File: src/hw/rtl/stip_pkg.sv
`timescale 1ns / 1ps
`default_nettype none
// ----------------------------------------------------------------------------
// stip_pkg
// Shared types, constants and helpers of the string to integer parser.
// ----------------------------------------------------------------------------
package stip_pkg;

	localparam int MAX_LEN_DEF = 256;
	localparam int APB_ADDR_W  = 4;

	// Configuration register indexes (byte address is four times the index).
	localparam logic [1:0] REG_NUMBER_BASE   = 2'd0;
	localparam logic [1:0] REG_SIGNED_MODE   = 2'd1;
	localparam logic [1:0] REG_NARROW_RESULT = 2'd2;

	localparam logic [5:0] NUMBER_BASE_RST   = 6'd10;
	localparam logic       SIGNED_MODE_RST   = 1'b1;
	localparam logic       NARROW_RESULT_RST = 1'b0;

	// Character codes.
	localparam logic [7:0] CH_NUL     = 8'h00;
	localparam logic [7:0] CH_TAB     = 8'h09;
	localparam logic [7:0] CH_CR      = 8'h0D;
	localparam logic [7:0] CH_SPACE   = 8'h20;
	localparam logic [7:0] CH_PLUS    = 8'h2B;
	localparam logic [7:0] CH_MINUS   = 8'h2D;
	localparam logic [7:0] CH_ZERO    = 8'h30;
	localparam logic [7:0] CH_NINE    = 8'h39;
	localparam logic [7:0] CH_UPPER_A = 8'h41;
	localparam logic [7:0] CH_UPPER_X = 8'h58;
	localparam logic [7:0] CH_UPPER_Z = 8'h5A;
	localparam logic [7:0] CH_LOWER_A = 8'h61;
	localparam logic [7:0] CH_LOWER_X = 8'h78;
	localparam logic [7:0] CH_LOWER_Z = 8'h7A;

	localparam logic [6:0] NOT_DIGIT = 7'd99;

	localparam logic [5:0] BASE_AUTO  = 6'd0;
	localparam logic [5:0] BASE_ONE   = 6'd1;
	localparam logic [5:0] BASE_TWO   = 6'd2;
	localparam logic [5:0] BASE_OCT   = 6'd8;
	localparam logic [5:0] BASE_DEC   = 6'd10;
	localparam logic [5:0] BASE_HEX   = 6'd16;
	localparam logic [5:0] BASE_MAX   = 6'd36;

	typedef enum logic [2:0] {
		PH_SPACE,
		PH_SIGNED,
		PH_ZERO,
		PH_HEX,
		PH_DIGITS,
		PH_DONE
	} phase_t;

	typedef struct packed {
		logic [7:0] char_code;
		logic       is_last;
	} in_item_t;

	typedef struct packed {
		logic [63:0] parsed_value;
		logic [8:0]  end_position;
		logic        saturated;
	} out_item_t;

	// Parse state as it stands after the last character of a string.
	typedef struct packed {
		logic [63:0] mag;
		logic        ovf;
		logic        neg;
		logic        any_digit;
		logic [8:0]  end_pos;
	} snap_t;

	// Value of an alphanumeric character, NOT_DIGIT for anything else.
	function automatic logic [6:0] digit_of(input logic [7:0] c);
		logic [6:0] d;
		d = NOT_DIGIT;
		if (c >= CH_ZERO && c <= CH_NINE) begin
			d = 7'(c - CH_ZERO);
		end else if (c >= CH_LOWER_A && c <= CH_LOWER_Z) begin
			d = 7'(c - CH_LOWER_A) + 7'd10;
		end else if (c >= CH_UPPER_A && c <= CH_UPPER_Z) begin
			d = 7'(c - CH_UPPER_A) + 7'd10;
		end
		return d;
	endfunction

endpackage
`default_nettype wire

File: src/hw/rtl/stip_scan.sv
`timescale 1ns / 1ps
`default_nettype none
// ----------------------------------------------------------------------------
// stip_scan
// Per-character parse state machine with the digit accumulate step.
// ----------------------------------------------------------------------------
module stip_scan
	import stip_pkg::*;
#(
	parameter int MAX_LEN = MAX_LEN_DEF
) (
	input  wire        clk,
	input  wire        arst_n,
	input  wire        step,
	input  in_item_t   item,
	input  wire [5:0]  number_base,
	output snap_t      snap
);

	localparam int IDX_W = $clog2(MAX_LEN + 1);
	localparam int EXT_W = (IDX_W > 9) ? IDX_W : 9;

	phase_t             phase_q, phase_d;
	logic               neg_q, neg_d;
	logic [5:0]         abase_q, abase_d;
	logic [63:0]        acc_q, acc_d;
	logic               ov_q, ov_d;
	logic               any_q, any_d;
	logic [IDX_W-1:0]   idx_q, idx_d;
	logic [IDX_W-1:0]   lde_q, lde_d;

	logic               start, take;
	logic [5:0]         take_base;
	logic [6:0]         digit;
	logic [69:0]        prod;
	logic [70:0]        sum;
	logic [EXT_W-1:0]   end_ext;
	logic               is_space;

	always_ff @(posedge clk or negedge arst_n) begin
		if (!arst_n) begin
			phase_q <= PH_SPACE;
			neg_q   <= 1'b0;
			abase_q <= '0;
			acc_q   <= '0;
			ov_q    <= 1'b0;
			any_q   <= 1'b0;
			idx_q   <= '0;
			lde_q   <= '0;
		end else begin
			phase_q <= phase_d;
			neg_q   <= neg_d;
			abase_q <= abase_d;
			acc_q   <= acc_d;
			ov_q    <= ov_d;
			any_q   <= any_d;
			idx_q   <= idx_d;
			lde_q   <= lde_d;
		end
	end

	always_comb begin
		phase_d   = phase_q;
		neg_d     = neg_q;
		abase_d   = abase_q;
		acc_d     = acc_q;
		ov_d      = ov_q;
		any_d     = any_q;
		idx_d     = idx_q;
		lde_d     = lde_q;
		start     = 1'b0;
		take      = 1'b0;
		take_base = abase_q;
		digit     = digit_of(item.char_code);
		is_space  = (item.char_code == CH_SPACE) ||
			(item.char_code >= CH_TAB && item.char_code <= CH_CR);
		prod      = '0;
		sum       = '0;
		end_ext   = '0;
		snap      = '0;

		if (step) begin
			if (idx_q < IDX_W'(MAX_LEN)) begin
				idx_d = idx_q + 1'b1;
				if (item.char_code == CH_NUL) begin
					phase_d = PH_DONE;
				end else begin
					case (phase_q)
						PH_SPACE: begin
							if (is_space) begin
								phase_d = PH_SPACE;
							end else if (item.char_code == CH_MINUS ||
									item.char_code == CH_PLUS) begin
								neg_d   = (item.char_code == CH_MINUS);
								phase_d = PH_SIGNED;
							end else begin
								start = 1'b1;
							end
						end
						PH_SIGNED: begin
							start = 1'b1;
						end
						PH_ZERO: begin
							if (item.char_code == CH_LOWER_X ||
									item.char_code == CH_UPPER_X) begin
								abase_d = BASE_HEX;
								phase_d = PH_HEX;
							end else begin
								take_base = (abase_q == BASE_AUTO) ? BASE_OCT : BASE_HEX;
								abase_d   = take_base;
								take      = 1'b1;
							end
						end
						PH_HEX, PH_DIGITS: begin
							take = 1'b1;
						end
						default: begin
							phase_d = phase_q;
						end
					endcase
				end

				if (start) begin
					if (number_base == BASE_ONE || number_base > BASE_MAX) begin
						phase_d = PH_DONE;
					end else if ((number_base == BASE_AUTO || number_base == BASE_HEX) &&
							item.char_code == CH_ZERO) begin
						// A leading zero counts as a digit but may still open a hex prefix.
						any_d   = 1'b1;
						lde_d   = idx_q + 1'b1;
						acc_d   = '0;
						abase_d = number_base;
						phase_d = PH_ZERO;
					end else begin
						take_base = (number_base == BASE_AUTO) ? BASE_DEC : number_base;
						abase_d   = take_base;
						take      = 1'b1;
					end
				end

				if (take) begin
					if (take_base < BASE_TWO || digit >= 7'(take_base)) begin
						phase_d = PH_DONE;
					end else begin
						phase_d = PH_DIGITS;
						if (!ov_q) begin
							prod = 70'(acc_q) * 70'(take_base);
							sum  = 71'(prod) + 71'(digit);
							if (sum[70:64] != '0) begin
								ov_d  = 1'b1;
								acc_d = '1;
							end else begin
								acc_d = sum[63:0];
							end
						end
						any_d = 1'b1;
						lde_d = idx_q + 1'b1;
					end
				end
			end

			end_ext        = EXT_W'(lde_d);
			snap.mag       = acc_d;
			snap.ovf       = ov_d;
			snap.neg       = neg_d;
			snap.any_digit = any_d;
			snap.end_pos   = end_ext[8:0];

			if (item.is_last) begin
				phase_d = PH_SPACE;
				neg_d   = 1'b0;
				abase_d = '0;
				acc_d   = '0;
				ov_d    = 1'b0;
				any_d   = 1'b0;
				idx_d   = '0;
				lde_d   = '0;
			end
		end
	end

endmodule
`default_nettype wire

File: src/hw/rtl/stip_finish.sv
`timescale 1ns / 1ps
`default_nettype none
// ----------------------------------------------------------------------------
// stip_finish
// Applies sign, range limits and saturation to a finished magnitude.
// ----------------------------------------------------------------------------
module stip_finish
	import stip_pkg::*;
(
	input  snap_t      snap,
	input  wire        signed_mode,
	input  wire        narrow_result,
	output out_item_t  result
);

	logic [63:0] lim;
	logic [63:0] neg_mag;
	logic [63:0] narrow_mag;

	always_comb begin
		lim        = narrow_result ? 64'h0000_0000_8000_0000 : 64'h8000_0000_0000_0000;
		neg_mag    = 64'd0 - snap.mag;
		narrow_mag = snap.neg ? neg_mag : snap.mag;
		result     = '0;

		if (snap.any_digit) begin
			result.end_position = snap.end_pos;
			if (signed_mode) begin
				if (snap.neg) begin
					if (snap.ovf || snap.mag > lim) begin
						result.parsed_value = 64'd0 - lim;
						result.saturated    = 1'b1;
					end else begin
						result.parsed_value = neg_mag;
					end
				end else begin
					if (snap.ovf || snap.mag > lim - 64'd1) begin
						result.parsed_value = lim - 64'd1;
						result.saturated    = 1'b1;
					end else begin
						result.parsed_value = snap.mag;
					end
				end
			end else if (narrow_result) begin
				if (snap.ovf || snap.mag > 64'h0000_0000_FFFF_FFFF) begin
					result.parsed_value = 64'h0000_0000_FFFF_FFFF;
					result.saturated    = 1'b1;
				end else begin
					result.parsed_value = {32'd0, narrow_mag[31:0]};
				end
			end else begin
				if (snap.ovf) begin
					result.parsed_value = '1;
					result.saturated    = 1'b1;
				end else begin
					result.parsed_value = narrow_mag;
				end
			end
		end
	end

endmodule
`default_nettype wire

File: src/hw/rtl/string_to_integer_parser_core.sv
`timescale 1ns / 1ps
`default_nettype none
// ----------------------------------------------------------------------------
// string_to_integer_parser_core
// Streaming strtol-style parser: one character per request, one result per
// string.
// ----------------------------------------------------------------------------
// The block takes one character per request and accepts a new request every
// cycle unless a last character waits for room downstream. Leading
// whitespace is skipped, an optional sign is taken, and digits are
// accumulated in the radix set by number_base (0 picks hex, octal or decimal
// from the prefix). A request marked is_last produces exactly one result
// request carrying the value, the position one past the last digit (0 when
// no digits were seen) and a saturation flag; the parser then starts over
// for the next string. The sustained rate of one character per cycle is set
// by the scan stage, where each digit takes one 64-by-6 bit multiply, an add
// and an overflow check on the carried accumulator. Pipeline stages are the
// input register, the end-of-string snapshot and the result register;
// characters that are not last keep flowing while a result waits to be
// taken. The user must write configuration through the APB port only while
// no string is in flight; the block itself does not enforce this.
// ----------------------------------------------------------------------------
module string_to_integer_parser_core
	import stip_pkg::*;
#(
	parameter int MAX_LEN = MAX_LEN_DEF
) (
	input  wire                   clk,
	input  wire                   arst_n,

	input  wire                   in_valid,
	output logic                  in_stall,
	input  in_item_t              in_data,

	output logic                  out_valid,
	input  wire                   out_stall,
	output out_item_t             out_data,

	input  wire                   psel,
	input  wire                   penable,
	input  wire                   pwrite,
	input  wire [APB_ADDR_W-1:0]  paddr,
	input  wire [31:0]            pwdata,
	output logic [31:0]           prdata,
	output logic                  pready
);

	// Configuration registers.
	logic [5:0] number_base_q;
	logic       signed_mode_q;
	logic       narrow_result_q;
	logic [1:0] reg_index;
	logic       cfg_write;

	// Pipeline registers.
	logic       valid_s1;
	in_item_t   item_s1;
	logic       valid_s2;
	snap_t      snap_s2;
	logic       out_valid_q;
	out_item_t  out_data_q;

	// Handshake between stages.
	logic       out_free;
	logic       s2_free;
	logic       s1_go;
	snap_t      snap_next;
	out_item_t  result;

	assign pready    = 1'b1;
	assign reg_index = paddr[3:2];
	assign cfg_write = psel && penable && pwrite && pready;

	always_ff @(posedge clk or negedge arst_n) begin
		if (!arst_n) begin
			number_base_q   <= NUMBER_BASE_RST;
			signed_mode_q   <= SIGNED_MODE_RST;
			narrow_result_q <= NARROW_RESULT_RST;
		end else if (cfg_write) begin
			case (reg_index)
				REG_NUMBER_BASE:   number_base_q   <= pwdata[5:0];
				REG_SIGNED_MODE:   signed_mode_q   <= pwdata[0];
				REG_NARROW_RESULT: narrow_result_q <= pwdata[0];
				default:           number_base_q   <= number_base_q;
			endcase
		end
	end

	always_comb begin
		case (reg_index)
			REG_NUMBER_BASE:   prdata = {26'd0, number_base_q};
			REG_SIGNED_MODE:   prdata = {31'd0, signed_mode_q};
			REG_NARROW_RESULT: prdata = {31'd0, narrow_result_q};
			default:           prdata = 32'd0;
		endcase
	end

	// A stage moves on when the stage after it is empty or empties this cycle.
	// Only a last character needs room downstream; all others retire in the
	// scan stage without producing anything.
	assign out_free = !out_valid_q || !out_stall;
	assign s2_free  = !valid_s2 || out_free;
	assign s1_go    = valid_s1 && (!item_s1.is_last || s2_free);
	assign in_stall = valid_s1 && !s1_go;

	always_ff @(posedge clk or negedge arst_n) begin
		if (!arst_n) begin
			valid_s1    <= 1'b0;
			valid_s2    <= 1'b0;
			out_valid_q <= 1'b0;
		end else begin
			if (!in_stall) begin
				valid_s1 <= in_valid;
			end
			if (s1_go && item_s1.is_last) begin
				valid_s2 <= 1'b1;
			end else if (out_free) begin
				valid_s2 <= 1'b0;
			end
			if (out_free) begin
				out_valid_q <= valid_s2;
			end
		end
	end

	always_ff @(posedge clk) begin
		if (in_valid && !in_stall) begin
			item_s1 <= in_data;
		end
		if (s1_go && item_s1.is_last) begin
			snap_s2 <= snap_next;
		end
		if (valid_s2 && out_free) begin
			out_data_q <= result;
		end
	end

	stip_scan #(
		.MAX_LEN (MAX_LEN)
	) u_scan (
		.clk         (clk),
		.arst_n      (arst_n),
		.step        (s1_go),
		.item        (item_s1),
		.number_base (number_base_q),
		.snap        (snap_next)
	);

	stip_finish u_finish (
		.snap          (snap_s2),
		.signed_mode   (signed_mode_q),
		.narrow_result (narrow_result_q),
		.result        (result)
	);

	assign out_valid = out_valid_q;
	assign out_data  = out_data_q;

`ifndef SYNTHESIS
	// The input side only ever waits for room behind a last character.
	assert property (@(posedge clk) disable iff (!arst_n)
		in_stall |-> (valid_s1 && item_s1.is_last))
		else $error("input stalled without a pending last character");

	// A string without digits yields an all-zero result.
	assert property (@(posedge clk) disable iff (!arst_n)
		(out_valid && MAX_LEN < 512 && out_data.end_position == 9'd0) |->
		(out_data.parsed_value == 64'd0 && !out_data.saturated))
		else $error("nonzero result with no digits consumed");

	// Narrow signed saturation lands on one of the two 32-bit limits.
	assert property (@(posedge clk) disable iff (!arst_n)
		(out_valid && out_data.saturated && signed_mode_q && narrow_result_q) |->
		(out_data.parsed_value == 64'h0000_0000_7FFF_FFFF ||
		 out_data.parsed_value == 64'hFFFF_FFFF_8000_0000))
		else $error("narrow signed saturation off the 32-bit limits");

	// A snapshot is only ever taken when the stage it lands in has room.
	assert property (@(posedge clk) disable iff (!arst_n)
		(s1_go && item_s1.is_last) |-> s2_free)
		else $error("snapshot overwrote a pending result");
`endif

endmodule
`default_nettype wire
File: config.mk
export PLATFORM = sky130hd
export DESIGN_NAME = string_to_integer_parser_core
export DESIGN_NICKNAME = d
export VERILOG_FILES = /design/src/hw/rtl/stip_pkg.sv /design/src/hw/rtl/stip_scan.sv /design/src/hw/rtl/stip_finish.sv /design/src/hw/rtl/string_to_integer_parser_core.sv
export SDC_FILE = /design/constraint.sdc
export NUM_CORES = 2
export LEC_CHECK = 0
export BUFFER_PORTS_ARGS = -buffer_cell sky130_fd_sc_hd__clkbuf_2
export CORE_ASPECT_RATIO = 0.8
export CORE_MARGIN = 4
export CORE_UTILIZATION = 48
export CTS_CLUSTER_SIZE = 8
export DETAILED_ROUTE_END_ITERATION = 6
export PLACE_DENSITY = 0.64
export SLEW_MARGIN = 40
export SYNTH_ARGS = -nofsm -noshare
export SYNTH_HDL_FRONTEND = slang
export SYNTH_HIERARCHICAL = 1
export SYNTH_SLANG_ARGS = --single-unit
File: constraint.sdc
create_clock -name clk -period 9 [get_ports clk]
set_input_delay 2.25 -clock clk [delete_from_list [all_inputs] [get_ports clk]]
set_output_delay 2.25 -clock clk [all_outputs]
set_load 0.02 [all_outputs]
==> impl_results.md <==
* Layout Nets at 3884
* Vias at 26.6k
* Final period utilization at 0.959
* Clock latency on the worst-skew pair at 0.57 ns
* Gr usage total at 0.284
* Compound-Gate Fraction of Synth Area at 0.186
* Final WL at 95.2 mm
* Max-slew headroom at 0.452
* Crit-path max FO at 30
* CTS Hold Buffers Added at 0
* Class of the most critical setup path: reg2reg
* CTS tree: built
* Worst slew pin tran at 0.820 ns
* Commonest non-fill, non-tap cell in the layout: nor2_1
* CTS sink cnt at 264
* Antenna diode instance count at 0
* Leakage power at 0.0138 µW
* Non-Filler Instances at 4240
* Synth Area in Simple Gates at 0.206
* Area delta synth->final at 9.48%
* Bufs on Longest Clock Path at 3
* Adder-cell share of the synthesized area at 0.257
* Pins Over Slew Limit at 0
* Total grt overflow at 0
* Final hold violations at 0
* Drt wl/cell at 22.4 µm
* Largest net degree at the start of global routing at 77
* Worst Slack Setup Final at 0.365 ns
* Ports at 161
* Worst flop-to-flop path startpoint: item_s1[5]
* R2R setup slack at 0.37 ns
* Multiplexer share of the synthesized area at 0.00593
* TritonRoute pass-1 iters at 6
* Post-Place Cells at 4158
* Crit end category: flop
* GP Congestion at 0.931
* DR vias/cell at 6.26
* Status: complete, no violations
* Core Area at 0.0610 mm²
* WHS Endpoint: u_scan/lde_q[7]
* Arrival @ worst endpoint at 8.94 ns
* Reg clk slew, reported paths at 0.05 ns
* Vias in the first global route at 26.0k
* Mapped Avg Cell Area at 8.83 µm²
* Largest family of logic cells by synthesized area: adder cells
* Die Ht at 230 µm
* DP HPWL at 72.0 mm
* FF-to-FF End: snap_s2[19]
* TritonCTS buffer count at 40
* Die ar. at 0.0656 mm²
* Drt initial violations at 2371
* Residual DRC count at 0
* Min Hold Slack at 0.481 ns
* Clock Root Buffer: clkbuf_16
* Hold path startpoint: u_scan/lde_q[7]
* Number of flops mapped to enable cells by yosys at 159
* Pre-CTS setup slack at 0.296 ns
* Number of max-cap violations at 0
* Fmax at 116 MHz
* FILL cells at 5663
* Synthesized area at 0.0295 mm²
* Max incr delay on CP at 0.55 ns
* Synth Flop Type: edfxtp_1
* Critical Path RT at 9.31 ns
* Synthesized instance count at 3346
* Commonest non-fill, non-tap cells in the layout: nor2_1, nand2_1, a21oi_1
* Initial Utilization at 0.484
* Routed Antenna Nets at 0
* Peak VDD IR at 107 µV
* Cell variety after synth at 100
* Period minus WS final at 8.63 ns
* Final Setup Violations at 0
* Synth Register Bits at 264
* H-tree levels at 2
* Synth Area in XOR/XNOR at 0.0394
* WHS Path Cells at 2
* First-pass GRT wire length at 149 mm
* PwrDens at 167 mW/mm²
* Worst hold path class: reg2reg
* Yosys warns at 6
* Sequential-to-total area share from yosys stat at 0.251
* IO buf count at 105
* Worst path slowest cell: fa_1
* Initial antenna violation count at 4
* Ys async rst share at 0.398
* Die boundary width at 285 µm
* Startpoint types: flop
* Worst R2R Path Depth at 32
* Row Count at 81
* Layout cells sized above 1 at 0.102
* Clock Skew at 0.0164 ns
-- synthesized netlist by cell type (34+ instances only) --
cell type	count	area share
xor2_1	39	0.012
nand3_1	40	0.0068
or3_1	35	0.0074
a31oi_1	34	0.0072
a21oi_1	260	0.044
o21ai_0	241	0.041
fa_1	253	0.17
clkbuf_1	166	0.021
xnor2_1	94	0.028
nor2b_1	83	0.018
dfrtp_1	102	0.086
edfxtp_1	159	0.16
o31ai_1	76	0.019
ha_1	201	0.085
nor3_1	109	0.018
nand2_1	275	0.035
and2_1	138	0.029
nand4_1	55	0.012
nor2_1	341	0.043
inv_1	141	0.018
-- area by class of cell --
cell class                 instances  area, µm²  share of cell area
clock buffer                      70       1150              0.0357
inverter                         143        537              0.0166
timing repair buffer             204       1340              0.0414
multi-input combinational       2725      20800               0.643
tap                              830       1040              0.0321
clock inverter                     4       60.1             0.00186
sequential                       264       7410               0.229
-- flip-flops by register name (all words and copies together), names as in the netlist --
signal	flops
snap_s2	76
out_data	74
u_scan/acc_q	64
item_s1	9
u_scan/idx_q	9
u_scan/lde_q	9
number_base_q	6
u_scan/abase_q	6
u_scan/phase_q	3
narrow_result_q	1
out_valid	1
signed_mode_q	1
u_scan/any_q	1
u_scan/neg_q	1
u_scan/ov_q	1
valid_s1	1
valid_s2	1
-- worst max path at each step --
stage / end / cells after the start / slack (ns) / from
floorplan: out_data[0] / 1 / 0.78 / out_stall
global placement: snap_s2[19] / 29 / 0.12 / item_s1[2]
detailed placement: snap_s2[16] / 28 / 0.30 / item_s1[1]
CTS: snap_s2[16] / 28 / 0.26 / item_s1[1]
global route: snap_s2[19] / 32 / -0.02 / item_s1[1]
finish: snap_s2[19] / 32 / 0.37 / item_s1[5]
-- stage by stage --
stage          TNS [ns]  utilization  power [µW]  cell area, µm²
6_report              0        0.530        5400           32300
3_3_place_gp          0        0.507        3830           30900
3_5_place_dp          0        0.507        3880           30900
2_1_floorplan         0            -        3110           29600
4_1_cts               0        0.527        5360           32200
5_1_grt         -0.0163        0.530        5730           32300
-- layer usage --
layer / wire length (µm) / up-vias / track usage
met3: 9410 / 199 / 0.0626
met2: 40700 / 1250 / 0.421
li1: - / 11900 / -
met5: 13 / - / 0
met4: 2840 / 2 / 0.0901
met1: 42200 / 13200 / 0.416
-- where the power goes --
part / leakage, µW / total (µW) / switching [µW] / internal [µW]
clock network: 0.000578 / 1450 / 578 / 869
registers: 0.00295 / 1590 / 152 / 1440
logic: 0.0103 / 2370 / 1580 / 787
total: 0.0138 / 5400 / 2310 / 3090
-- cell families after synthesis --
kind of cell	after synthesis
and+or+nand+nor	1222
buffers and inverters	382
adders and majority gates	454
muxes	16
xor gates and xnor gates	133
AOI/OAI and AO/OA	873
other	2
DFF	264
-- timing repair --
action	CTS	global route
buffers inserted	0	6
endpoints found under the setup margin	0	54
gates resized for setup	0	22
-- critical path, delay by kind of cell (launching register included) --
kind                     cells  cell delay (ns)
adder cells (fa/ha/maj)      6             2.78
multiplexers                 1             0.20
AO/OA/AOI/OAI                6             1.88
buffers and inverters        9             1.33
AND/OR/NAND/NOR              9             1.49
XOR/XNOR                     1             0.16
flip-flops                   1             0.49
Power figures use the tool's default switching activity.
